### src/ssse3_pkg.sv
// Package for the SSSE3 lane ALU: command codes, payload structs, lane constants and a saturation function.
// No dependencies.
`timescale 1ns / 1ps
package ssse3_pkg;

  localparam logic [3:0] CMD_SHUFB    = 4'd0;
  localparam logic [3:0] CMD_HADDW    = 4'd1;
  localparam logic [3:0] CMD_HADDD    = 4'd2;
  localparam logic [3:0] CMD_HADDSW   = 4'd3;
  localparam logic [3:0] CMD_MADDUBSW = 4'd4;
  localparam logic [3:0] CMD_HSUBW    = 4'd5;
  localparam logic [3:0] CMD_HSUBD    = 4'd6;
  localparam logic [3:0] CMD_HSUBSW   = 4'd7;
  localparam logic [3:0] CMD_SIGNB    = 4'd8;
  localparam logic [3:0] CMD_SIGNW    = 4'd9;
  localparam logic [3:0] CMD_SIGND    = 4'd10;
  localparam logic [3:0] CMD_MULHRSW  = 4'd11;
  localparam logic [3:0] CMD_ABSB     = 4'd12;
  localparam logic [3:0] CMD_ABSW     = 4'd13;
  localparam logic [3:0] CMD_ABSD     = 4'd14;
  localparam logic [3:0] CMD_ALIGNR   = 4'd15;

  localparam int NUM_LANES = 8;
  localparam logic signed [31:0] RND_CONST = 32'sh4000;

  typedef struct packed {
    logic [3:0]  cmd;
    logic [63:0] first_lo;
    logic [63:0] first_hi;
    logic [63:0] second_lo;
    logic [63:0] second_hi;
    logic [7:0]  shift_bytes;
  } in_t;

  typedef struct packed {
    logic [63:0] result_lo;
    logic [63:0] result_hi;
  } out_t;

  function automatic logic [15:0] sat16(input logic signed [17:0] x);
    if (x > 18'sd32767) return 16'h7fff;
    if (x < -18'sd32768) return 16'h8000;
    return x[15:0];
  endfunction

endpackage

### src/ssse3_lane.sv
// One 32-bit lane slice: sign, abs and rounded high multiply on the slice's elements.
// Depends on ssse3_pkg.
`timescale 1ns / 1ps
module ssse3_lane (
  input  logic [3:0]  cmd,
  input  logic [31:0] a,
  input  logic [31:0] b,
  output logic [31:0] y
);
  import ssse3_pkg::*;

  logic signed [31:0] p0, p1;
  logic [31:0] t0, t1;
  logic [31:0] nega, negb;

  always_comb begin
    p0 = $signed(a[15:0]) * $signed(b[15:0]);
    p1 = $signed(a[31:16]) * $signed(b[31:16]);
    t0 = 32'(p0 + RND_CONST);
    t1 = 32'(p1 + RND_CONST);
    nega = 32'd0 - a;
    negb = 32'd0 - b;
    y = 32'd0;
    case (cmd)
      CMD_SIGNB: begin
        for (int k = 0; k < 4; k++) begin
          y[8*k +: 8] = b[8*k+7] ? 8'(8'd0 - a[8*k +: 8]) :
                        (b[8*k +: 8] == 8'd0) ? 8'd0 : a[8*k +: 8];
        end
      end
      CMD_SIGNW: begin
        for (int k = 0; k < 2; k++) begin
          y[16*k +: 16] = b[16*k+15] ? 16'(16'd0 - a[16*k +: 16]) :
                          (b[16*k +: 16] == 16'd0) ? 16'd0 : a[16*k +: 16];
        end
      end
      CMD_SIGND: y = b[31] ? nega : (b == 32'd0) ? 32'd0 : a;
      CMD_ABSB: begin
        for (int k = 0; k < 4; k++) begin
          y[8*k +: 8] = b[8*k+7] ? 8'(8'd0 - b[8*k +: 8]) : b[8*k +: 8];
        end
      end
      CMD_ABSW: begin
        for (int k = 0; k < 2; k++) begin
          y[16*k +: 16] = b[16*k+15] ? 16'(16'd0 - b[16*k +: 16]) : b[16*k +: 16];
        end
      end
      CMD_ABSD: y = b[31] ? negb : b;
      CMD_MULHRSW: y = {t1[30:15], t0[30:15]};
      default: y = 32'd0;
    endcase
  end

endmodule

### config.mk
export PLATFORM = sky130hd
export DESIGN_NAME = ssse3_lane
export DESIGN_NICKNAME = d
export VERILOG_FILES = /design/src/ssse3_pkg.sv /design/src/ssse3_lane.sv
export SDC_FILE = /design/constraint.sdc
export NUM_CORES = 2
export LEC_CHECK = 0
export BUFFER_PORTS_ARGS = -buffer_cell sky130_fd_sc_hd__buf_2
export CAP_MARGIN = 10
export CELL_PAD_IN_SITES_DETAIL_PLACEMENT = 0
export CELL_PAD_IN_SITES_GLOBAL_PLACEMENT = 1
export CORE_AREA = 10 10 302 188
export DETAILED_ROUTE_END_ITERATION = 10
export DIE_AREA = 0 0 312 198
export PLACE_DENSITY = 0.77
export SLEW_MARGIN = 20
export SYNTH_ARGS = -nofsm -noshare
export SYNTH_HDL_FRONTEND = slang
export SYNTH_SLANG_ARGS = --single-unit
### constraint.sdc
create_clock -name vclk -period 8.1
set_input_delay 0.405 -clock vclk [all_inputs]
set_output_delay 0.405 -clock vclk [all_outputs]
set_load 0.01 [all_outputs]
Yosys cells after proc, flatten, opt, wreduce, memory -nomap -nowiden:

Cells that the tools add are included.

* flip-flop bits (word level): 0
* input bits: 68
* output and inout bits: 32
* word-level logic and storage cells: 54

* $add $sub $neg: 16
* multiply operators: 2
* equal/unequal tests: 7
* multiplexer cells: 22
* reductions and logical operators: 7

Operators by type and width (count)
* one-hot mux 32 bit (7 select lines): 1
* two-way mux 16 bit: 6
* two-way mux 32 bit: 3
* two-way mux 8 bit: 12
* subtractor 1 x 16 -> 16 bit (first input constant): 4
* subtractor 1 x 32 -> 32 bit (first input constant): 2
* subtractor 1 x 8 -> 8 bit (first input constant): 8
* adder 31 x 16 -> 31 bit (second input constant): 2
* multiplier 16 x 16 -> 31 bit: 2
* logical NOT 16 bit: 2
* logical NOT 32 bit: 1
* logical NOT 8 bit: 4
* equality test 4 bit (second input constant): 7

Depth between registers and ports, before layout:

* depth in word-level cells: 4
* gate-level depth with buffers: 25

Worst setup path after synthesis:

No wires, ideal clock.

* path kind: in2out
* start: in b[15]
* end: out y[11]
* arrival: 6990 ps
* data required time: 7695 ps
* path slack: 705 ps
* stages on the path: 23
* path buffers: 4
* cell sequence: clkbuf_1 -> clkbuf_1 -> clkbuf_1 -> nand2_1 -> fa_1 -> fa_1 -> inv_1 -> fa_1 -> fa_1 -> fa_1 -> inv_1 -> fa_1 -> inv_1 -> ha_1 -> clkbuf_1 -> a21o_1 -> a31o_2 -> a211oi_1 -> o21ai_0 -> a2111oi_0 -> nor2_1 -> mux2i_1 -> a221o_1

* cells in the longest elaborated chain, start to end: 4
* elaborated cells on any way between the ends: 14

Ends and longest elaborated chain
* from (decl): RTL line ssse3_lane.sv:7 `input logic [31:0] b,`
* branches (longest 3 deep; another with multiplier 16 x 16 -> 31 bit)
* one-hot mux 32 bit (7 select lines) *: RTL line ssse3_lane.sv:24 `case (cmd)`
* to (decl): RTL line ssse3_lane.sv:8 `output logic [31:0] y`

Every way passes the cells marked *.

Final worst setup path:

* start: in b[10]
* end: out y[10]

Same word-level chain as after synthesis.

==> key figures <==
Outcome
  – Run status: complete, no violations

Setup path
  – Data required time of the worst path: 7.70 ns
  – Category of the worst setup path launch point: primary input
  – Critical path peak fanout: 23
  – Element type at the critical path end: output port
  – Arrival time worst endpoint: 7.34 ns
  – Critical setup path kind: in -> out

Cells and area
  – Area taken by flip-flops and latches: 0 sq um
  – Num sequential: 0
  – Commonest non-fill, non-tap cells in the layout: sky130_fd_sc_hd__inv_1 (614), sky130_fd_sc_hd__fa_1 (511), sky130_fd_sc_hd__nand2_1 (349)
  – Share of final-layout standard cells stronger than drive strength 1: 6.84%
  – Number of non-filler instances in the completed layout: 3496
  – Leading cell type in the layout, fill and taps excluded: sky130_fd_sc_hd__inv_1
  – Fill cells: 5178
  – Number of antenna diodes: 0
  – Synthesis-to-finish area growth: 5.52%
  – Clk_buf instances: 0
  – Post-layout nets: 3536

Yosys
  – Distinct cell type count after synthesis: 77
  – Syn. warnings: 0
  – Synth Area per Inst: about 8.1 sq um
  – Share of the yosys chip area belonging to registers: 0%
  – Netlist area before placement: 0.0228 sq mm
  – Net count after synthesis: 3540
  – Synthesized netlist cell count: 2799

Clocking
  – Hold buffer count at cts: 0
  – Post-CTS Setup Bufs: 0
  – Post-cts repair resize count: 2

Drt
  – Wirelength, routed: ~77 mm
  – Vias per Instance: 5.61
  – Number of design-rule violations left by the first detailed-router iteration: 1953
  – First-pass iteration count of the detailed router: 6
  – Number of vias after detailed routing: 19608
  – Number of design rule violations left after detail routing: 0
  – Antenna viol nets, final: 0
  – Routed length per instance: 21.9 microns

STA
  – Max_slew headroom: 32.0%
  – Worst Max-Slew Pin Slew: 1.01 ns
  – Crit share post-route: 95.7%
  – Fin worst setup slack: between 0.3 and 0.4 ns
  – Final setup violation count: 0
  – Final slew viol count: 0
  – Maximum clock rate: 0.129 GHz
  – Final Hold Viols: 0
  – RSZ-0062 raised after global routing: no
  – Final critical path time including I/O delays and setup: 7.75 ns

Placement
  – Routability congestion estimate: 0.937
  – Count of port buffers added during placement: 100
  – Cell count after placement: between 3000 and 4000
  – DP Worst Slack: -0.0958 ns
  – Hpwl dp: about 63 mm

Global route
  – Antenna violations before repair: 4
  – Met3 Resource Use GR: 5.96%
  – Vias in the first global route: 20289
  – Met2 Track Usage GR: 34.1%
  – Most congested layer reported by global routing: met1
  – Remaining global-route overflow: 0
  – Wire length of the first global-routing pass: 121 mm
  – GR Util All Layers: 24.8%
  – Pin count of the biggest net entering global routing: 56
  – Met1 usage: around 40%

Die
  – Die outline width: 312 microns
  – Number of placement rows: 65
  – Overall die area: 0.0618 sq mm
  – Initial Util: 44.2%
  – Placeable core region: 0.0516 sq mm
  – Vertical die dimension: ~200 microns
  – I/O pin count: 100

Min path
  – Cell depth of the worst min-delay path: 6
  – Class of the most critical hold timing path: in -> out

Flow run
  – Number of maximum-capacitance violations: 0
[path summary, 6_finish.rpt]
kind,start,end,slack (ns)
setup / recovery,b[10],y[10],0.35
hold / removal,cmd[1],y[4],1.51
[per-stage QoR]
step	setup TNS (ns)	util [%]	hold slack [ns]	instance area [sq um]
floorplan	0	-	0.996	22800
global placement	-0.0770	46.6	1.51	24000
detailed placement	-0.127	46.6	1.52	24000
CTS	0	46.6	1.52	24000
global route	0	46.6	1.57	24000
finish	0	46.6	1.51	24000
[kinds of logic (layout without fill, tap and decap cells)]
family          Yosys count  in the layout  share of synthesized area [%]
compound gates          378            378                           10.8
mux                      17             17                          0.758
simple gates            880            880                           19.0
xor+xnor                 69             69                           2.65
fa+ha+maj               673            673                           53.8
buf+inv                 782            776                           12.9
[layer usage]
layer	wire length [microns]	vias to the layer above	part of all wire, %
li1	-	8643	-
met1	37300	9913	49
met2	29600	998	39
met3	8990	54	12
met4	650	0	0.85
met5	0	-	0
[cell usage after synthesis (16+ instances only)]
cell	instances	area share, %
sky130_fd_sc_hd__inv_1	615	10
sky130_fd_sc_hd__and3_1	16	0.44
sky130_fd_sc_hd__xor2_1	19	0.73
sky130_fd_sc_hd__o31ai_1	16	0.53
sky130_fd_sc_hd__a21oi_1	77	1.7
sky130_fd_sc_hd__a211oi_1	16	0.53
sky130_fd_sc_hd__clkbuf_1	150	2.5
sky130_fd_sc_hd__nand2b_1	18	0.49
sky130_fd_sc_hd__and2_1	211	5.8
sky130_fd_sc_hd__fa_1	512	45
sky130_fd_sc_hd__nand2_1	349	5.7
sky130_fd_sc_hd__ha_1	161	8.8
sky130_fd_sc_hd__nor3_1	34	0.75
sky130_fd_sc_hd__o21ai_0	102	2.2
sky130_fd_sc_hd__xnor2_1	50	1.9
sky130_fd_sc_hd__a21o_1	23	0.76
sky130_fd_sc_hd__nand3_1	35	0.77
sky130_fd_sc_hd__nor2_1	120	2.0
[worst max-delay path: stages]
cell	delay, ns
sky130_fd_sc_hd__buf_2	0.47
sky130_fd_sc_hd__nand2_1	0.16
sky130_fd_sc_hd__fa_1	0.56
sky130_fd_sc_hd__inv_1	0.05
sky130_fd_sc_hd__fa_1	0.50
sky130_fd_sc_hd__inv_1	0.05
sky130_fd_sc_hd__fa_1	0.49
sky130_fd_sc_hd__inv_1	0.07
sky130_fd_sc_hd__fa_1	0.51
sky130_fd_sc_hd__fa_1	0.56
sky130_fd_sc_hd__inv_1	0.06
sky130_fd_sc_hd__fa_1	0.53
sky130_fd_sc_hd__inv_1	0.05
sky130_fd_sc_hd__ha_1	0.31
sky130_fd_sc_hd__o2111ai_1	0.21
sky130_fd_sc_hd__a211oi_1	0.23
sky130_fd_sc_hd__o21ai_0	0.14
sky130_fd_sc_hd__o21ai_1	0.56
sky130_fd_sc_hd__a2111oi_2	0.22
sky130_fd_sc_hd__nor2_1	0.50
sky130_fd_sc_hd__xnor2_1	0.14
sky130_fd_sc_hd__o21ai_0	0.34
sky130_fd_sc_hd__buf_2	0.21
[layout make-up]
| cell class | instances | area, sq um | share of cell area, % |
|---|---|---|---|
| multi-input cells | 2017 | 19900 | 82.8 |
| inverters | 617 | 2320 | 9.65 |
| repair buffers | 159 | 943 | 3.92 |
| well taps | 703 | 880 | 3.66 |
Power is not shown: default switching activity piles up to over one toggle a cycle in this logic, so the estimate is an artifact.
