$ cat config.mk
export PLATFORM = sky130hd
export DESIGN_NAME = ssse3_pair
export DESIGN_NICKNAME = d
export VERILOG_FILES = /design/src/ssse3_pkg.sv /design/src/ssse3_pair.sv
export SDC_FILE = /design/constraint.sdc
export NUM_CORES = 1
export LEC_CHECK = 0
export BUFFER_PORTS_ARGS = -buffer_cell sky130_fd_sc_hd__buf_2
export CORE_MARGIN = 3
export CORE_UTILIZATION = 50
export DETAILED_ROUTE_END_ITERATION = 16
export GPL_TIMING_DRIVEN = 0
export PLACE_DENSITY = 0.69
export REMOVE_ABC_BUFFERS = 1
export SYNTH_ARGS = -nofsm -noshare
export SYNTH_HDL_FRONTEND = slang
export SYNTH_SLANG_ARGS = --single-unit
$ cat constraint.sdc
create_clock -name vclk -period 27.2
set_input_delay 5.44 -clock vclk [all_inputs]
set_output_delay 5.44 -clock vclk [all_outputs]
set_load 0.1 [all_outputs]
$ cat src/ssse3_pkg.sv
// Package for the SSSE3 lane ALU: command codes, payload structs, lane constants and a saturation function.
// No dependencies.
`timescale 1ns / 1ps
package ssse3_pkg;

  localparam logic [3:0] CMD_SHUFB    = 4'd0;
  localparam logic [3:0] CMD_HADDW    = 4'd1;
  localparam logic [3:0] CMD_HADDD    = 4'd2;
  localparam logic [3:0] CMD_HADDSW   = 4'd3;
  localparam logic [3:0] CMD_MADDUBSW = 4'd4;
  localparam logic [3:0] CMD_HSUBW    = 4'd5;
  localparam logic [3:0] CMD_HSUBD    = 4'd6;
  localparam logic [3:0] CMD_HSUBSW   = 4'd7;
  localparam logic [3:0] CMD_SIGNB    = 4'd8;
  localparam logic [3:0] CMD_SIGNW    = 4'd9;
  localparam logic [3:0] CMD_SIGND    = 4'd10;
  localparam logic [3:0] CMD_MULHRSW  = 4'd11;
  localparam logic [3:0] CMD_ABSB     = 4'd12;
  localparam logic [3:0] CMD_ABSW     = 4'd13;
  localparam logic [3:0] CMD_ABSD     = 4'd14;
  localparam logic [3:0] CMD_ALIGNR   = 4'd15;

  localparam int NUM_LANES = 8;
  localparam logic signed [31:0] RND_CONST = 32'sh4000;

  typedef struct packed {
    logic [3:0]  cmd;
    logic [63:0] first_lo;
    logic [63:0] first_hi;
    logic [63:0] second_lo;
    logic [63:0] second_hi;
    logic [7:0]  shift_bytes;
  } in_t;

  typedef struct packed {
    logic [63:0] result_lo;
    logic [63:0] result_hi;
  } out_t;

  function automatic logic [15:0] sat16(input logic signed [17:0] x);
    if (x > 18'sd32767) return 16'h7fff;
    if (x < -18'sd32768) return 16'h8000;
    return x[15:0];
  endfunction

endpackage

$ cat src/ssse3_pair.sv
// Pair unit: horizontal add/subtract and multiply-add on its slice inputs a, b and m.
// Depends on ssse3_pkg.
`timescale 1ns / 1ps
module ssse3_pair (
  input  logic [3:0]  cmd,
  input  logic [31:0] a,
  input  logic [31:0] b,
  input  logic [15:0] m,
  output logic [31:0] y
);
  import ssse3_pkg::*;

  logic signed [17:0] sw, dw, p0, p1;

  always_comb begin
    sw = 18'($signed(a[15:0])) + 18'($signed(a[31:16]));
    dw = 18'($signed(a[15:0])) - 18'($signed(a[31:16]));
    p0 = 18'($signed({1'b0, a[7:0]}) * $signed(m[7:0]));
    p1 = 18'($signed({1'b0, a[15:8]}) * $signed(m[15:8]));
    y = 32'd0;
    case (cmd)
      CMD_HADDW:  y[15:0] = sw[15:0];
      CMD_HSUBW:  y[15:0] = dw[15:0];
      CMD_HADDSW: y[15:0] = sat16(sw);
      CMD_HSUBSW: y[15:0] = sat16(dw);
      CMD_HADDD:  y = a + b;
      CMD_HSUBD:  y = a - b;
      CMD_MADDUBSW: y[15:0] = sat16(p0 + p1);
      default: y = 32'd0;
    endcase
  end

endmodule

Word-level counts from Yosys, hierarchy flattened
Cells that the tools add are included.
{"block": "totals", "word_cells": 49, "ff_bits": 0, "out_inout_bits": 32}
{"block": "op_classes", "eq_ne": 7, "n_lt_le_gt_ge": 6, "multipliers": 2, "add_sub_neg": 5, "mux": 29}
{"cell": "16-bit two-way mux", "n": 12}
{"cell": "16-bit one-hot mux with 7 select lines", "n": 1}
{"cell": "17-bit by 16-bit greater-than comparator with 1-bit output, second input constant", "n": 2}
{"cell": "17-bit by 16-bit less-than comparator with 1-bit output, second input constant", "n": 2}
{"cell": "9-bit by 8-bit multiplier with 17-bit output", "n": 2}
{"cell": "32-bit adder", "n": 1}
{"cell": "16-bit one-hot mux with 2 select lines", "n": 1}
{"cell": "32-bit subtractor", "n": 1}
{"cell": "17-bit by 17-bit adder with 18-bit output", "n": 1}
{"cell": "18-bit by 16-bit greater-than comparator with 1-bit output, second input constant", "n": 1}
{"cell": "18-bit by 16-bit less-than comparator with 1-bit output, second input constant", "n": 1}
{"cell": "16-bit by 16-bit adder with 17-bit output", "n": 1}
{"cell": "16-bit by 16-bit subtractor with 17-bit output", "n": 1}
{"cell": "4-bit by 3-bit == test with 1-bit output, second input constant", "n": 4}
{"cell": "1-bit two-way mux", "n": 15}
{"cell": "4-bit by 2-bit == test with 1-bit output, second input constant", "n": 2}
{"cell": "4-bit by 1-bit == test with 1-bit output, second input constant", "n": 1}

Depth between registers and ports, before layout
Gate-level depths: netlist of the first run.
{"block": "depth", "ltp_word": 10, "ltp_mapped": 24, "mapped_depth_nobuf": 23}

Least setup slack after synthesis of the first run
No wires, ideal clock.
{"block": "synth_path", "kind": "input-to-output", "from": "in m[15]", "to": "out y[5]", "t_arrival_ns": 14.155, "setup_slack_ns": 7.605, "path_buffers": 0, "path_stages": 19, "cell_sequence": "inv_1 -> nor2_1 -> fa_1 -> fa_1 -> fa_1 -> fa_1 -> fa_1 -> inv_1 -> fa_1 -> inv_1 -> ha_1 -> a211oi_1 -> o211ai_1 -> and2_1 -> o41ai_2 -> o21ai_1 -> xnor2_2 -> o21ai_2 -> o311ai_0"}
{"block": "synth_between", "elab_chain_cells": 9}
{"element": "start: declaration", "line": "ssse3_pair.sv:8", "text": "input logic [15:0] m,"}
{"element": "9-bit by 8-bit multiplier with 17-bit output (*)", "line": "ssse3_pair.sv:19", "text": "p1 = 18'($signed({1'b0, a[15:8]}) * $signed(m[15:8]));"}
{"element": "17-bit by 17-bit adder with 18-bit output (*)", "line": "ssse3_pair.sv:28", "text": "CMD_MADDUBSW: y[15:0] = sat16(p0 + p1);"}
{"element": "18-bit by 16-bit less-than comparator with 1-bit output", "line": "ssse3_pkg.sv:42", "text": "if (x < -18'sd32768) return 16'h8000;"}
{"element": "1-bit two-way mux (2 in a row)", "line": "ssse3_pkg.sv:42"}
{"element": "1-bit two-way mux", "line": "ssse3_pair.sv:21", "text": "case (cmd)"}
{"element": "16-bit two-way mux", "line": "ssse3_pkg.sv:43", "text": "return x[15:0];"}
{"element": "16-bit two-way mux (*)", "line": "ssse3_pkg.sv:42"}
{"element": "16-bit one-hot mux with 7 select lines (*)", "line": "ssse3_pair.sv:21"}
{"element": "end: declaration", "line": "ssse3_pair.sv:9", "text": "output logic [31:0] y"}
Every way passes the cells marked *; elsewhere a longest branch is shown, timed or not. The select of a mux whose other input is x is not followed.

Worst setup path in the final report of the first run
Same ends and word-level chain as after synthesis.

==> metrics.md, run 1 <==
| Metric | Value |
|---|---|
| Register area | 0 um^2 |
| Wire length on met2 | 15000 um |
| Worst-path cell chain | buf_2 -> inv_1 -> nor2_1 -> fa_1 -> fa_1 -> fa_1 -> fa_1 -> fa_1 -> inv_1 -> fa_1 -> inv_1 -> ha_1 -> a211oi_1 -> o211ai_1 -> and2_1 -> o41ai_2 -> o21ai_1 -> xnor2_2 -> o21ai_2 -> o311ai_0 -> buf_2 |
| Vias per cell | 6.11 |
| Synth area leaders | ha_1 (20%), fa_1 (19%), inv_1 (8.2%), and2_1 (5.0%), nor2_1 (3.8%) |
| Netlist cell types | 84 |
| Post-synth top cells | inv_1 (233), ha_1 (168), nor2_1 (108) |
| Hold_buf cts | 0 |
| Area leader, netlist | ha_1 |
| Largest family of logic cells by synthesized area | adder cells |
| Boundary pin count | 116 |
| Worst rel slew slack | 12.7% |
| Max stage delay on crit path | 680 ps |
| Top Family by Delay on Critical Path | adder cells |
| Final Hold Vio Count | 0 |
| Slew Viols, Final | 0 |
| Initial Utilization | 51.8% |
| Number of cell rows | 52 |
| Largest net degree at the start of global routing | 32 |
| Most frequent cell after synthesis | inv_1 |
| First-pass GRT wire length | 53300 um |
| Synth Area in XOR/XNOR | 3.18% |
| FF+latch count | 0 |
| Adder-cell share of the synthesized area | 39.3% |
| Diode count | 0 |
| Layout cells sized above 1 | 10.5% |
| Worst endpoint data arrival time | 12740 ps |
| RePlAce Congestion | 0.953 |
| Status | completed |
| Nets | 1847 |
| Lkg Pwr | 5.78 nW |
| Final wirelength | 33500 um |
| Max_cap viols | 0 |
| Worst Path Class, Setup | primary input to output pin |
| Core Area | 0.0206 mm^2 |
| ANT nets after route | 0 |
| Post-CTS resize count | 0 |
| Pwr Density | 80.0 mW/mm^2 |
| Die Span Y | 152 um |
| WL met1 | 14800 um |
| CP Data Required Time | 21760 ps |
| Mapped Cells | 1417 |
| Setup bufs post-CTS | 0 |
| Most used cell, CP | fa_1 |
| Crit path max fanout | 8 |
| Total length of routed met3 wires | 3260 um |
| Post-synthesis mux area share | 0.597% |
| Initial antenna violation count | 1 |
| Fin crit share | 66.8% |
| Synth top area share | 19.7% |
| Post-route setup TNS | 0 ps |
| Uppermost layer routed | met5 |
| Drt drc | 0 |
| Area growth syn-to-layout | 7.11% |
| Via count | 10700 |
| Worst-margin pin slew | 1310 ps |
| Crit path capture type | output pin |
| HP Class | primary input to output pin |
| Total gr overflow | 0 |
| Final core utilization | 55.5% |
| Synth Cell Area | 0.0107 mm^2 |
| Die area | 0.0232 mm^2 |
| CP startpoint kind | primary input |
| Clock buffer count in the final layout | 0 |
| Drt pass-1 iters | 5 |
| Final setup viols | 0 |
| Iter 0 DRT Violations | 901 |
| Power consumption | 916 uW |
| Synth Area in Compound Gates | 26.7% |
| Die width | 152 um |
| Peak Freq | 55.0 MHz |
| Routed wire per std cell | 19.0 um |
| Worst IR Drop VDD | 94.5 uV |
| Seq/Total Area, Yosys | 0% |
| Worst Path Buf+Inv | 5 |
| Syn. warnings | 0 |
| CP max-delay cell | o311ai_0 |
| Post-synthesis simple-gate area fraction | 20.0% |
| IO buf count | 116 |
| Global-route usage over all layers | 27.6% |
| RSZ-0062 raised after global routing | false |
| Syn Area/Cell | 7.54 um^2 |
| Number of global-route vias before repair | 10100 |
| DP HPWL | 27600 um |
| Min Tclk post-route | 18180 ps |
-- cells in the final DEF (no fill, tap or decap), drive strengths merged, types with 6 or more instances in the layout --
cell,count
nand4,7
xor2,13
o21bai,18
xnor2,25
o21ai,59
a221oi,19
o22a,8
and3,7
a221o,7
mux2i,6
a22oi,13
and2,86
a211o,10
a21o,24
ha,168
or3,10
nand3,19
fa,104
a31oi,14
nor2b,12
o31ai,6
o311ai,8
o221ai,10
a211oi,12
nand2,89
o21a,20
nor2,109
nand2b,18
o31a,11
nor3,28
o211ai,21
or2,6
a21oi,80
buf,120
inv,233
o22ai,11
nor3b,6
o41ai,6
-- final timing paths --
kind	to	slack, ps	start	cells after the start
setup / recovery	y[5]	9020	m[15]	21
hold / removal	y[31]	11610	b[31]	6
-- through the flow --
stage	worst slack (ps)	area, um^2	hold slack [ps]	cells
2_1_floorplan	7600	10500	11570	1369
3_5_place_dp	9210	11400	11610	1759
6_report	9020	11400	11610	1759
4_1_cts	9180	11400	11610	1759
5_1_grt	8740	11400	11650	1759
3_3_place_gp	9250	11400	11590	1755
-- power breakdown --
| group | total (mW) | switching [mW] | internal, mW |
|---|---|---|---|
| registers | 0 | 0 | 0 |
| logic | 0.916 | 0.578 | 0.338 |
| clock network | 0 | 0 | 0 |
| total | 0.916 | 0.578 | 0.338 |
-- metal layers --
metal / vias to the layer above / track usage, %
met1: 5175 / 39.8
li1: 5076 / -
met5: - / 0
met4: 2 / 3.30
met3: 31 / 5.28
met2: 459 / 44.6
-- logic make-up after synthesis --
logic type	count (synthesis)
AOI/OAI and AO/OA	398
xor gates and xnor gates	38
adders and majority gates	274
buffers and inverters	281
muxes	6
and+or+nand+nor	420
-- cell type report --
cell class | count | area, um^2
repair buffers | 120 | 629
well taps | 270 | 338
multi-input cells | 1136 | 9610
fillers | 2004 | 9180
inverters | 233 | 875
No activity file was read; power rests on OpenSTA's default activity.
==> run 2, diff against run 1 <==
Settings changed: PLACE_DENSITY 0.69 to 0.71.
Clock period 27.2 ns to 16 ns, I/O delays scaled along.
==> run 2 against run 1 <==
Against the previous run: final cell count about the same; die area unchanged; via count barely moved; global-route usage decreased by 0.24 points; hold slack got worse by 4500 ps; non-clock buffer count fell by 1; final area barely moved; critical path depth rose by 2; critical endpoint unchanged; largest power group unchanged; highest routed layer is now met4.
==> metrics.md, run 2 (synthesized netlist as in run 1, its figures left out) <==
| Metric | Value |
|---|---|
| Status | completed |
| CP Data Required Time | 12800 ps |
| Hold_buf cts | 0 |
| Total length of routed met3 wires | 2870 um |
| Worst IR Drop VDD | 175 uV |
| Placed insts | 1758 |
| Worst-margin pin slew | 1300 ps |
| DP HPWL | 27100 um |
| Max_cap viols | 0 |
| Setup WS post-layout | 2520 ps |
| Drt drc | 0 |
| Final setup viols | 0 |
| Final wirelength | 33000 um |
| Dpl ws | 2520 ps |
| Worst Path Buf+Inv | 6 |
| Most frequent cells in the layout | inv_1 (233), ha_1 (168), buf_2 (116), nor2_1 (107), fa_1 (104) |
| Worst rel slew slack | 13.2% |
| Most common cell after layout, fill and taps aside | inv_1 |
| Worst-path cell chain | buf_2 -> and2_1 -> fa_1 -> inv_1 -> fa_1 -> inv_1 -> fa_1 -> fa_1 -> fa_1 -> inv_1 -> fa_1 -> inv_1 -> ha_1 -> a211oi_1 -> o211ai_1 -> and2_1 -> o41ai_2 -> o21ai_1 -> xnor2_2 -> o211ai_2 -> and4_1 -> o311ai_0 -> buf_2 |
| RePlAce Congestion | 0.967 |
| Wire length on met2 | 14700 um |
| Most used cell, CP | fa_1 |
| Via count | 10700 |
| Nets | 1846 |
| Peak Freq | 74.2 MHz |
| Min Tclk post-route | 13480 ps |
| Crit path max fanout | 12 |
| Final core utilization | 55.5% |
| Post-route setup TNS | 0 ps |
| Routed wire per std cell | 18.7 um |
| First-pass GRT wire length | 53000 um |
| Area growth syn-to-layout | 7.04% |
| Total gr overflow | 0 |
| Core Area | 0.0206 mm^2 |
| Crit path capture type | output pin |
| Drt pass-1 iters | 5 |
| Worst Path Class, Setup | primary input to output pin |
| Pwr Density | 135 mW/mm^2 |
| Boundary pin count | 116 |
| Vias per cell | 6.11 |
| Slew Viols, Final | 0 |
| Lkg Pwr | 5.78 nW |
| ANT nets after route | 0 |
| Global-route usage over all layers | 27.4% |
| Initial antenna violation count | 0 |
| Diode count | 0 |
| IO buf count | 116 |
| HP Class | primary input to output pin |
| Die area | 0.0232 mm^2 |
| Setup bufs post-CTS | 0 |
| Clock buffer count in the final layout | 0 |
| Uppermost layer routed | met4 |
| Final Hold Vio Count | 0 |
| Non-filler instance count after layout | 1758 |
| CP startpoint kind | primary input |
| Max stage delay on crit path | 540 ps |
| Layout cells sized above 1 | 10.4% |
| Number of global-route vias before repair | 10100 |
| RSZ-0062 raised after global routing | false |
| Iter 0 DRT Violations | 1001 |
| Worst hold slack | 7140 ps |
| Number of cell rows | 52 |
| Die width | 152 um |
| FF+latch count | 0 |
| Fin crit share | 84.3% |
| Initial Utilization | 51.8% |
| WL met1 | 14900 um |
| Largest net degree at the start of global routing | 32 |
| Worst endpoint data arrival time | 10280 ps |
| Die Span Y | 152 um |
| Register area | 0 um^2 |
| Post-CTS resize count | 0 |
| Top Family by Delay on Critical Path | adder cells |
| CP max-delay cell | fa_1 |
[run 2: changes by cell type in the layout (fill, tap and decap cells not counted)]
cell	previous run	this run
buf_4	1	0
[run 2: cell type report]
type	count	area [um^2]
repair buffers	119	622
well taps	270	338
fillers	2053	9180
multi-input cells	1136	9610
inverters	233	875
[run 2: metrics by stage]
step / total power [mW] / cell area [um^2]
finish: 1.55 / 11400
global route: 1.74 / 11400
CTS: 1.54 / 11400
detailed placement: 1.53 / 11400
global placement: 1.51 / 11400
floorplan: 1.17 / 10500
[run 2: layer usage]
layer	global-route usage, %	vias to the layer above
li1	-	5071
met1	41.4	5164
met2	43.5	473
met3	2.58	41
met4	3.81	0
met5	0	-
[run 2: final timing paths]
| path | slack (ps) | cells after the start | from | end |
|---|---|---|---|---|
| max | 2520 | 23 | a[4] | y[5] |
| min | 7140 | 6 | b[31] | y[31] |
[run 2: where the power goes]
part | total, mW | switching (mW) | internal, mW
combinational | 1.55 | 0.976 | 0.570
sequential | 0 | 0 | 0
clock | 0 | 0 | 0
total | 1.55 | 0.976 | 0.570
==> run 3, diff against run 2 <==
Settings changed: ABC_AREA from default to 1.
Clock period 16 ns to 11.15 ns, I/O delays scaled along.
==> run 3 against run 2 <==
Against the previous run: worst setup slack worse by 2200 ps; sequential cell count did not move; area after synthesis grew 19%; critical endpoint is now y[10]; combinational power increased by 52%; final area up 18%; count of clock-buffer cells in the layout did not move; critical path type unchanged.
==> metrics.md, run 3 <==
| Metric | Value |
|---|---|
| Synth top area share | 19.3% |
| Worst IR Drop VDD | 204 uV |
| Routed wire per std cell | 16.7 um |
| Seq/Total Area, Yosys | 0% |
| Most frequent cells in the layout | nand2_1 (653), inv_1 (510), nor2_1 (202), ha_1 (168), nand3_1 (148) |
| Most used cell, CP | nand2_1 |
| Min Tclk post-route | 10830 ps |
| Synth area leaders | nand2_1 (19%), ha_1 (17%), fa_1 (16%), inv_1 (15%), nor2_1 (6.0%) |
| CP startpoint kind | primary input |
| Worst rel slew slack | 51.0% |
| DP HPWL | 37500 um |
| Crit path max fanout | 12 |
| Iter 0 DRT Violations | 1446 |
| Mapped Cells | 2229 |
| Worst endpoint data arrival time | 8600 ps |
| Largest net degree at the start of global routing | 20 |
| Drt pass-1 iters | 7 |
| Via count | 13700 |
| Die Span Y | 165 um |
| Area leader, netlist | nand2_1 |
| Core Area | 0.0246 mm^2 |
| Number of global-route vias before repair | 13000 |
| WL met1 | 19500 um |
| Number of cell rows | 57 |
| Design Area, Final | 0.0134 mm^2 |
| Drt drc | 0 |
| Initial antenna violation count | 0 |
| Fin crit share | 97.1% |
| Syn Area/Cell | 5.70 um^2 |
| Slew Viols, Final | 0 |
| Hold Crit Endpoint | y[31] |
| Uppermost layer routed | met4 |
| Initial Utilization | 51.6% |
| Global-route usage over all layers | 31.6% |
| Register area | 0 um^2 |
| Crit path capture type | output pin |
| Syn. warnings | 0 |
| Netlist cell types | 43 |
| Hold path depth | 7 |
| Area growth syn-to-layout | 5.87% |
| FF+latch count | 0 |
| RePlAce Congestion | 0.997 |
| Lkg Pwr | 8.48 nW |
| Diode count | 0 |
| Final setup viols | 0 |
| Final wirelength | 43400 um |
| Max stage delay on crit path | 550 ps |
| First-pass GRT wire length | 67300 um |
| Post-synth top cells | nand2_1 (653), inv_1 (510), nor2_1 (204) |
| Synth Cell Area | 0.0127 mm^2 |
| Worst-margin pin slew | 729 ps |
| Post-DP Area | 0.0134 mm^2 |
| Nets | 2637 |
| Most common cell after layout, fill and taps aside | nand2_1 |
| Vias per cell | 5.27 |
| Hold path start | b[31] |
| Most frequent cell after synthesis | nand2_1 |
| Status | completed |
| Peak Freq | 92.4 MHz |
| Hold_buf cts | 0 |
| Worst Setup SP | m[15] |
| Total gr overflow | 0 |
| Pwr Density | 175 mW/mm^2 |
| Layout cells sized above 1 | 8.03% |
| Clock buffer count in the final layout | 0 |
| Total length of routed met3 wires | 4460 um |
| ANT nets after route | 0 |
| Final Hold Vio Count | 0 |
| Wire length on met2 | 18300 um |
| HP Class | primary input to output pin |
| CP Data Required Time | 8920 ps |
| Die area | 0.0273 mm^2 |
| Max_cap viols | 0 |
| Boundary pin count | 116 |
| IO buf count | 116 |
| Worst Path Class, Setup | primary input to output pin |
| Die width | 165 um |
| Final core utilization | 54.6% |
| CP max-delay cell | fa_1 |
run 3: cell types whose count changed in the layout (fill, tap and decap cells not counted), moves of 23 or more:
cell	change
nand2_1	+564
inv_1	+277
nand3_1	+129
nor2_1	+95
and2_1	-74
a21oi_1	+36
a21o_1	-23
run 3: worst max-delay path by stage:
stage | to | slack, ps | cells after the start
2_1_floorplan | y[2] | 790 | 26
3_3_place_gp | y[13] | 160 | 29
3_5_place_dp | y[14] | 70 | 29
4_1_cts | y[14] | 60 | 29
5_1_grt | y[7] | -20 | 29
6_report | y[10] | 320 | 29
run 3: report_power, final:
group / total [mW] / switching, mW / internal (mW)
Combinational: 2.35 / 1.54 / 0.812
Clock: 0 / 0 / 0
Sequential: 0 / 0 / 0
Total: 2.35 / 1.54 / 0.812
run 3: logic make-up after synthesis:
| kind of cell | synth area share (%) |
|---|---|
| AND/OR/NAND/NOR | 36.4 |
| XOR/XNOR | 2.14 |
| AO/OA/AOI/OAI | 10.2 |
| adder cells (fa/ha/maj) | 32.9 |
| buffers and inverters | 18.3 |
run 3: repair_timing:
| action | 4_1_cts | 5_1_grt |
|---|---|---|
| endpoints found under the setup margin | 0 | 15 |
| resized for setup | 0 | 32 |
| setup buffers | 0 | 3 |
run 3: cell type report:
type | count | area, um^2
Fill cell | 2632 | 11200
Multi-Input combinational cell | 1638 | 10400
Inverter | 520 | 1960
Timing Repair Buffer | 121 | 702
Tap cell | 324 | 405
run 3: stage by stage:
stage                     setup WS, ps  TNS [ps]  hold WS, ps  std cells  power [mW]
after floorplan                    791         0         5220       2158        1.77
final                              323         0         5150       2603        2.35
after CTS                         55.9         0         5150       2600        2.32
after global placement             157         0         5130       2598        2.28
after global routing             -15.2     -43.9         5210       2603        2.69
after detailed placement          66.9         0         5140       2600        2.30
run 3: layer usage:
metal	global-route usage (%)	vias to the layer above
met1	45.7	6260
met5	0	-
met4	7.03	0
met2	49.0	547
li1	-	6844
met3	5.71	58
run 3: worst max-delay path: cells and delay by family:
family / cells / cell delay [ps]
fa+ha+maj: 7 / 3550
buf+inv: 9 / 940
simple gates: 12 / 1590
compound gates: 1 / 260
